**config.mk**
```make
export PLATFORM = sky130hd
export DESIGN_NAME = shc_sqrt_pipe
export DESIGN_NICKNAME = d
export VERILOG_FILES = /design/src/shc_pkg.sv /design/src/shc_sqrt_pipe.sv
export SDC_FILE = /design/constraint.sdc
export NUM_CORES = 2
export LEC_CHECK = 0
export BUFFER_PORTS_ARGS = -buffer_cell sky130_fd_sc_hd__buf_2
export CAP_MARGIN = 10
export CELL_PAD_IN_SITES_DETAIL_PLACEMENT = 1
export CELL_PAD_IN_SITES_GLOBAL_PLACEMENT = 1
export CORE_UTILIZATION = 50
export CTS_CLUSTER_SIZE = 28
export DETAILED_ROUTE_END_ITERATION = 8
export PLACE_DENSITY_LB_ADDON = 0.05
export RECOVER_POWER = 25
export SLEW_MARGIN = 20
export SYNTH_ARGS = -nofsm -noshare
export SYNTH_HDL_FRONTEND = slang
export SYNTH_MEMORY_MAX_BITS = 65536
export SYNTH_SLANG_ARGS = --single-unit
export TNS_END_PERCENT = 30
```
**constraint.sdc**
```tcl
create_clock -name clk -period 8.2 [get_ports clk]
set_input_delay 0.41 -clock clk [delete_from_list [all_inputs] [get_ports clk]]
set_output_delay 0.41 -clock clk [all_outputs]
set_load 0.005 [all_outputs]
```
**src/shc_pkg.sv**
```systemverilog
// shared types, constants and helpers of the halfspace constraint generator
package shc_pkg;

  localparam int CFG_IDX_W = 2;
  localparam logic [CFG_IDX_W-1:0] CFG_POSE_X    = 2'd0;
  localparam logic [CFG_IDX_W-1:0] CFG_POSE_Y    = 2'd1;
  localparam logic [CFG_IDX_W-1:0] CFG_POLY_RNG  = 2'd2;
  localparam logic [CFG_IDX_W-1:0] CFG_ACT_RNG   = 2'd3;

  localparam logic [1:0] FUNC_SAMPLE    = 2'd0;
  localparam logic [1:0] FUNC_HALFSPACE = 2'd1;
  localparam logic [1:0] FUNC_MEAN      = 2'd2;

  localparam logic [30:0] POLY_RNG_RST = 31'd327680;
  localparam logic [30:0] ACT_RNG_RST  = 31'd655360;

  // sqrt(2) in Q30
  localparam logic [30:0] SQRT2_Q30 = 31'd1518500250;

  localparam logic signed [31:0] Q_MAX = 32'sh7fffffff;
  localparam logic signed [31:0] Q_MIN = 32'sh80000000;

  // root of a 66-bit radicand, one result bit per stage
  localparam int SQ_RAD_W  = 66;
  localparam int SQ_ROOT_W = 33;
  localparam int SQ_REM_W  = 36;

  typedef struct packed {
    logic [1:0]         func;
    logic signed [31:0] cx;
    logic signed [31:0] cy;
    logic signed [31:0] off;
  } item_t;

  typedef struct packed {
    item_t       item;
    logic [32:0] ux;
    logic [32:0] uy;
    logic        nx;
    logic        ny;
  } sq_pl_t;

  typedef struct packed {
    item_t       item;
    logic        nx;
    logic        ny;
    logic [32:0] d;
  } cd_pl_t;

  typedef struct packed {
    logic [1:0]         func;
    logic signed [31:0] a1;
    logic signed [31:0] a2;
    logic [30:0]        distance;
    logic               active;
    logic               deg;
  } ln_t;

  typedef struct packed {
    ln_t                ln;
    logic signed [31:0] b;
    logic               negl;
    logic               negr;
    logic               zl;
    logic               zr;
    logic               ovfl;
    logic               ovfr;
  } ed_pl_t;

  function automatic logic signed [31:0] sat66(input logic signed [65:0] v);
    logic signed [31:0] r;
    if (v > 66'(Q_MAX)) r = Q_MAX;
    else if (v < 66'(Q_MIN)) r = Q_MIN;
    else r = v[31:0];
    return r;
  endfunction

  // signed saturated quotient from magnitude quotient and flags
  function automatic logic signed [31:0] edge_sat(input logic [31:0] q, input logic neg,
                                                  input logic zero, input logic ovf,
                                                  input logic den_zero);
    logic signed [31:0] r;
    if (den_zero) r = zero ? 32'sd0 : (neg ? Q_MIN : Q_MAX);
    else if (ovf) r = neg ? Q_MIN : Q_MAX;
    else if (neg) r = (q > 32'h80000000) ? Q_MIN : $signed(32'd0 - q);
    else r = q[31] ? Q_MAX : $signed(q);
    return r;
  endfunction

endpackage

```
**src/shc_sqrt_pipe.sv**
```systemverilog
// pipelined integer square root, one root bit per stage
module shc_sqrt_pipe import shc_pkg::*; #(
  parameter int PW = 8
) (
  input  logic                 clk,
  input  logic                 rst_n,
  input  logic                 en,
  input  logic                 in_valid,
  input  logic [SQ_RAD_W-1:0]  in_rad,
  input  logic [PW-1:0]        in_pl,
  output logic                 out_valid,
  output logic [SQ_ROOT_W-1:0] out_root,
  output logic [PW-1:0]        out_pl
);

  logic [SQ_REM_W-1:0]  rem_r  [SQ_ROOT_W];
  logic [SQ_ROOT_W-1:0] root_r [SQ_ROOT_W];
  logic [SQ_RAD_W-1:0]  rad_r  [SQ_ROOT_W];
  logic                 v_r    [SQ_ROOT_W];
  logic [PW-1:0]        pl_r   [SQ_ROOT_W];

  for (genvar s = 0; s < SQ_ROOT_W; s++) begin : g_st
    logic [SQ_REM_W-1:0]  rem_in, shf, trial, rem_nxt;
    logic [SQ_ROOT_W-1:0] root_in, root_nxt;
    logic [SQ_RAD_W-1:0]  rad_in;
    logic                 v_in, bit_ok;
    logic [PW-1:0]        pl_in;

    if (s == 0) begin : g_first
      assign rem_in  = '0;
      assign root_in = '0;
      assign rad_in  = in_rad;
      assign v_in    = in_valid;
      assign pl_in   = in_pl;
    end else begin : g_next
      assign rem_in  = rem_r[s-1];
      assign root_in = root_r[s-1];
      assign rad_in  = rad_r[s-1];
      assign v_in    = v_r[s-1];
      assign pl_in   = pl_r[s-1];
    end

    always_comb begin
      shf      = {rem_in[SQ_REM_W-3:0], rad_in[SQ_RAD_W-1 -: 2]};
      trial    = {1'b0, root_in, 2'b01};
      bit_ok   = shf >= trial;
      rem_nxt  = bit_ok ? shf - trial : shf;
      root_nxt = {root_in[SQ_ROOT_W-2:0], bit_ok};
    end

    always_ff @(posedge clk) begin
      if (!rst_n) begin
        v_r[s] <= 1'b0;
      end else if (en) begin
        v_r[s] <= v_in;
      end
    end

    always_ff @(posedge clk) begin
      if (en) begin
        rem_r[s]  <= rem_nxt;
        root_r[s] <= root_nxt;
        rad_r[s]  <= rad_in << 2;
        pl_r[s]   <= pl_in;
      end
    end
  end

  assign out_valid = v_r[SQ_ROOT_W-1];
  assign out_root  = root_r[SQ_ROOT_W-1];
  assign out_pl    = pl_r[SQ_ROOT_W-1];

endmodule

```
**Yosys cells after proc, flatten, opt, wreduce, memory -nomap -nowiden**

Memory sizes are Yosys's and may differ from the RTL's.
Cells that the tools add are included.

- Magnitude comparators: 33
- Multiplexer cells: 71
- Bitwise operators: 33
- Add/sub/neg operators: 33

Operators with widths:

| kind | number |
|---|---|
| $mux W36 | 33 |
| $ge A36 B35 Y1 | 32 |
| $sub A36 B35 Y36 | 32 |
| $mux W1 | 38 |
| $or A1 B1 Y1 | 33 |
| $sub A2 B1 Y3 const B | 1 |
| $ge A2 B1 Y1 const B | 1 |

- Bits in registers: 0
- Input port bits: 78
- Logic and storage cells: 175
- Memories kept: 5
- Bits in writable memories: 4686

Memory list:

| memory | words | bits a word | rd ports | clocked after memory_dff | wr ports | RTL line | RTL |
|---|---|---|---|---|---|---|---|
| rad_r | 33 | 64 | 32 | 0 | 33 | shc_sqrt_pipe.sv:18 | `logic [SQ_RAD_W-1:0] rad_r [SQ_ROOT_W];` |
| rem_r | 33 | 36 | 32 | 0 | 33 | shc_sqrt_pipe.sv:16 | `logic [SQ_REM_W-1:0] rem_r [SQ_ROOT_W];` |
| root_r | 33 | 33 | 33 | 0 | 33 | shc_sqrt_pipe.sv:17 | `logic [SQ_ROOT_W-1:0] root_r [SQ_ROOT_W];` |
| pl_r | 33 | 8 | 33 | 0 | 33 | shc_sqrt_pipe.sv:20 | `logic [PW-1:0] pl_r [SQ_ROOT_W];` |
| v_r | 33 | 1 | 33 | 0 | 33 | shc_sqrt_pipe.sv:19 | `logic v_r [SQ_ROOT_W];` |

**Depth between registers and ports, before layout**

- Word-level depth: 4
- Mapped depth: 14

**Worst setup path before layout**

OpenSTA, ideal clock, no wires.

- Path kind: reg-to-reg
- Start: memory rem_r[30][2] (netlist: rem_r[0][1082])
- End: memory rem_r[31][8] (netlist: rem_r[0][1124]), data pin
- Required time: 7.940 ns
- Setup slack: 4.491 ns
- Buffers on the path: 1
- Cell stages (with the launch flop): 11
- Arrival: 3.449 ns
- Cell sequence: edfxtp_1 > ha_1 > a211oi_1 > o22ai_1 > a41oi_1 > o221ai_1 > a311oi_1 > nor2_1 > o31ai_1 > clkbuf_1 > mux2_2

RTL lines:

| what | RTL line |
|---|---|
| from (decl) | shc_sqrt_pipe.sv:16 |

==> results by group <==
Outcome
  – Outcome: finished clean

Routing
  – WL per Instance: 20.9 microns
  – DR DRC count: 0
  – Iter 0 DRT Violations: around 4300
  – Aggregate routed wire length: roughly 290000 microns
  – Vias per cell: ~5.5
  – Detail Route Antenna Nets: 0
  – Vias: roughly 77000
  – Drt pass-1 iters: 5

Power
  – Clock Power Share: 0.334
  – Internal power: 0.0307 W
  – Pwr/cell area: between 200 and 300 nW/um^2
  – Sequential Power Share: 0.472
  – Static Leak: ~56 nW
  – Net Sw Frac: 0.284
  – Max VDD drop: approximately 0.33 mV
  – Combinational share of power: 0.194
  – Sw Pwr: around 0.012 W
  – Total power: 0.0428 W

Place
  – Routability cong.: approximately 0.86
  – DP HPWL: roughly 210000 microns
  – Port Buffers: 119

Critical path
  – Worst setup path startpoint: rem_r[0][612]$_DFFE_PP_
  – CP max FO: 25
  – WP data arrival: 5910 ps
  – CP Data Required Time: between 8000 and 9000 ps
  – Crit. End Element: flip-flop
  – RR Startpoint: rem_r[0][612]$_DFFE_PP_
  – Crit path launch type: flip-flop
  – Worst Path Class, Setup: flip-flop to flip-flop

Timing
  – Final setup fails: 0
  – Clock skew: about 53 ps
  – Slew Limit Headroom: 0.209
  – RSZ-0062 raised after global routing: false
  – Slew Viols, Final: 0
  – Least-Margin Pin Slew: approximately 1200 ps
  – Total Neg Setup Slack: 0 ps
  – Period minus WS final: around 5300 ps
  – Final worst-path cycle share: 0.644
  – Highest Clock Rate: 189 MHz
  – Final Hold Viols: 0

Synthesis
  – Yosys warns: 0
  – EDFF count, synth: around 3000
  – Post-synthesis cell count: ~9800
  – Register area share after synthesis: 0.671
  – Post-synth cell types: 90
  – Asr flop ratio synth: 0
  – Syn_area_per_cell: about 13 sq um
  – Primary FF master, synth: edfxtp_1
  – #FFs+latches synth: 2951
  – Mapped cell area: approximately 130000 sq um
  – Syn_nets: 10500

CTS
  – Htree depth: 5
  – TritonCTS Buffers: 320
  – Post_cts resized: 0
  – CTS tree: done
  – Clk slew on worst S/H paths: roughly 60 ps
  – Clock Path Buffers: 4
  – Worst skew pair latency: between 900 and 1000 ps
  – Clock Sinks: 2951
  – Clk root buf: clkbuf_16

Flow run
  – Max-Cap Viols: 0

Cells and area
  – Fin nets: 10900
  – Most frequent cells in the layout: edfxtp_1, inv_1, nand2_1
  – Fraction of layout cells with a size suffix above 1: 0.0750
  – Most common cell after layout, fill and taps aside: edfxtp_1
  – Area Growth Syn to Fin: 12.3%

Hold path
  – Min-Delay Startpoint: in_rad[31]
  – Hold Path Class: input pin to flip-flop

Global routing
  – Overflow after GRT: 0
  – Total track usage: 0.218
  – Largest net degree at the start of global routing: approximately 180
  – First-pass GRT wire length: about 460000 microns
  – Vias in the first global route: around 80000
  – Initial antenna violation count: 5

Floorplanning
  – Row count: ~190
  – Io pins: between 100 and 150
  – Starting Density: 0.503
  – DIE WIDTH: just over 500 microns
  – Core Region: 263000 sq um
  – Full die area: about 270000 sq um
  – Chip height: slightly above 500 microns
[timing repair]
action                                 4_1_cts  5_1_grt
buffers inserted                             0        0
hold buffers                                78        0
endpoints found under the hold margin      123        0
[power groups by stage]
stage	registers [W]	logic, W	clock network (W)
after detailed placement	0.0205	0.00821	0
after global placement	0.0205	0.00795	0
after floorplan	0.0199	0.00596	0
after global routing	0.0204	0.00924	0.0152
after CTS	0.0202	0.00833	0.0147
final	0.0202	0.00832	0.0143
[cell type report]
| class | instances | area (sq um) |
|---|---|---|
| antenna | 2 | 5.00 |
| clock buffer | 376 | 8300 |
| clock inverter | 207 | 2210 |
| fill | 25700 | 114000 |
| inverter | 761 | 2860 |
| multi-input combinational | 5926 | 40000 |
| sequential | 2951 | 88600 |
| tap | 3515 | 4400 |
| timing repair buffer | 246 | 1930 |
[stage by stage]
step	util	worst slack [ps]	area [sq um]	hold WS, ps	cells
final	0.565	2920	148000	184	14000
after floorplan	-	4490	132000	400	9816
after CTS	0.565	2870	148000	108	14000
after detailed placement	0.522	2950	137000	405	13300
after global routing	0.565	2540	148000	154	14000
after global placement	0.522	3170	137000	400	13300
[Yosys cell counts, types with 10 or more instances]
cell type,number,share of area
a2111oi_0,17,0.0011
a211o_1,12,0.00080
a211oi_1,43,0.0024
a21boi_0,24,0.0014
a21o_1,247,0.014
a21oi_1,574,0.022
a221oi_1,11,0.00073
a31o_2,12,0.00080
a31oi_1,46,0.0022
and2_1,30,0.0014
and3_1,77,0.0036
and4_1,14,0.00093
buf_1,10,0.00028
buf_2,10,0.00038
clkbuf_1,157,0.0045
edfxtp_1,2950,0.67
ha_1,596,0.056
inv_1,760,0.022
mux2_2,63,0.0054
nand2_1,647,0.018
nand2b_1,120,0.0057
nand3_1,161,0.0061
nand3b_1,28,0.0016
nand4_1,102,0.0048
nand4b_1,17,0.0011
nor2_1,588,0.017
nor2b_1,89,0.0042
nor3_1,235,0.0089
nor3b_1,21,0.0012
nor4_1,114,0.0054
nor4b_1,11,0.00073
o2111ai_1,14,0.00093
o211ai_1,33,0.0019
o21a_1,97,0.0055
o21ai_0,529,0.020
o21bai_1,48,0.0027
o31a_1,13,0.00086
o31ai_1,55,0.0031
o41ai_1,13,0.00086
or2_2,53,0.0025
or3_1,102,0.0048
or4_1,60,0.0034
xnor2_1,451,0.030
xor2_1,422,0.028
[kinds of logic (layout without fill, tap and decap cells)]
family / Yosys count / in the layout / share of synthesized area
compound gates: 1893 / 1893 / 0.0884
flops: 2951 / 2951 / 0.671
fa+ha+maj: 596 / 596 / 0.0565
mux: 69 / 69 / 0.00583
simple gates: 2494 / 2494 / 0.0936
buf+inv: 939 / 1590 / 0.0268
other cells: 1 / 3 / 0.0000284
xor+xnor: 873 / 873 / 0.0579
[metal layers]
layer	GRT usage	vias up	part of all wire
met4	0.0667	0	0.029
met1	0.278	38500	0.43
met3	0.0232	468	0.029
met5	0	-	0
li1	-	37100	-
met2	0.390	1054	0.51
[final timing paths]
kind                              to  slack (ps)  cells past startpoint
min           rad_r[0][31]$_DFFE_PP_         180                      2
max          rem_r[0][675]$_DFFE_PP_        2920                     12
min reg2reg  rad_r[0][688]$_DFFE_PP_         380                      0
max reg2reg  rem_r[0][675]$_DFFE_PP_        2920                     12
[flip-flops by register name, summed over array words and instances, names as in the netlist]
register,count
rad_r,1056
rem_r,1037
root_r,561
pl_r,264
v_r,33
[critical path: stages (launching register included)]
cell,delay (ps)
edfxtp_1,390
ha_1,370
nor2b_1,170
o21ai_0,290
a21oi_1,140
a2111oi_0,710
o21bai_1,170
a21oi_1,440
o211a_1,670
clkinv_1,900
nand3_1,470
nor3_1,100
xor2_1,160
Note: power is estimated with default switching activity, not from simulation.
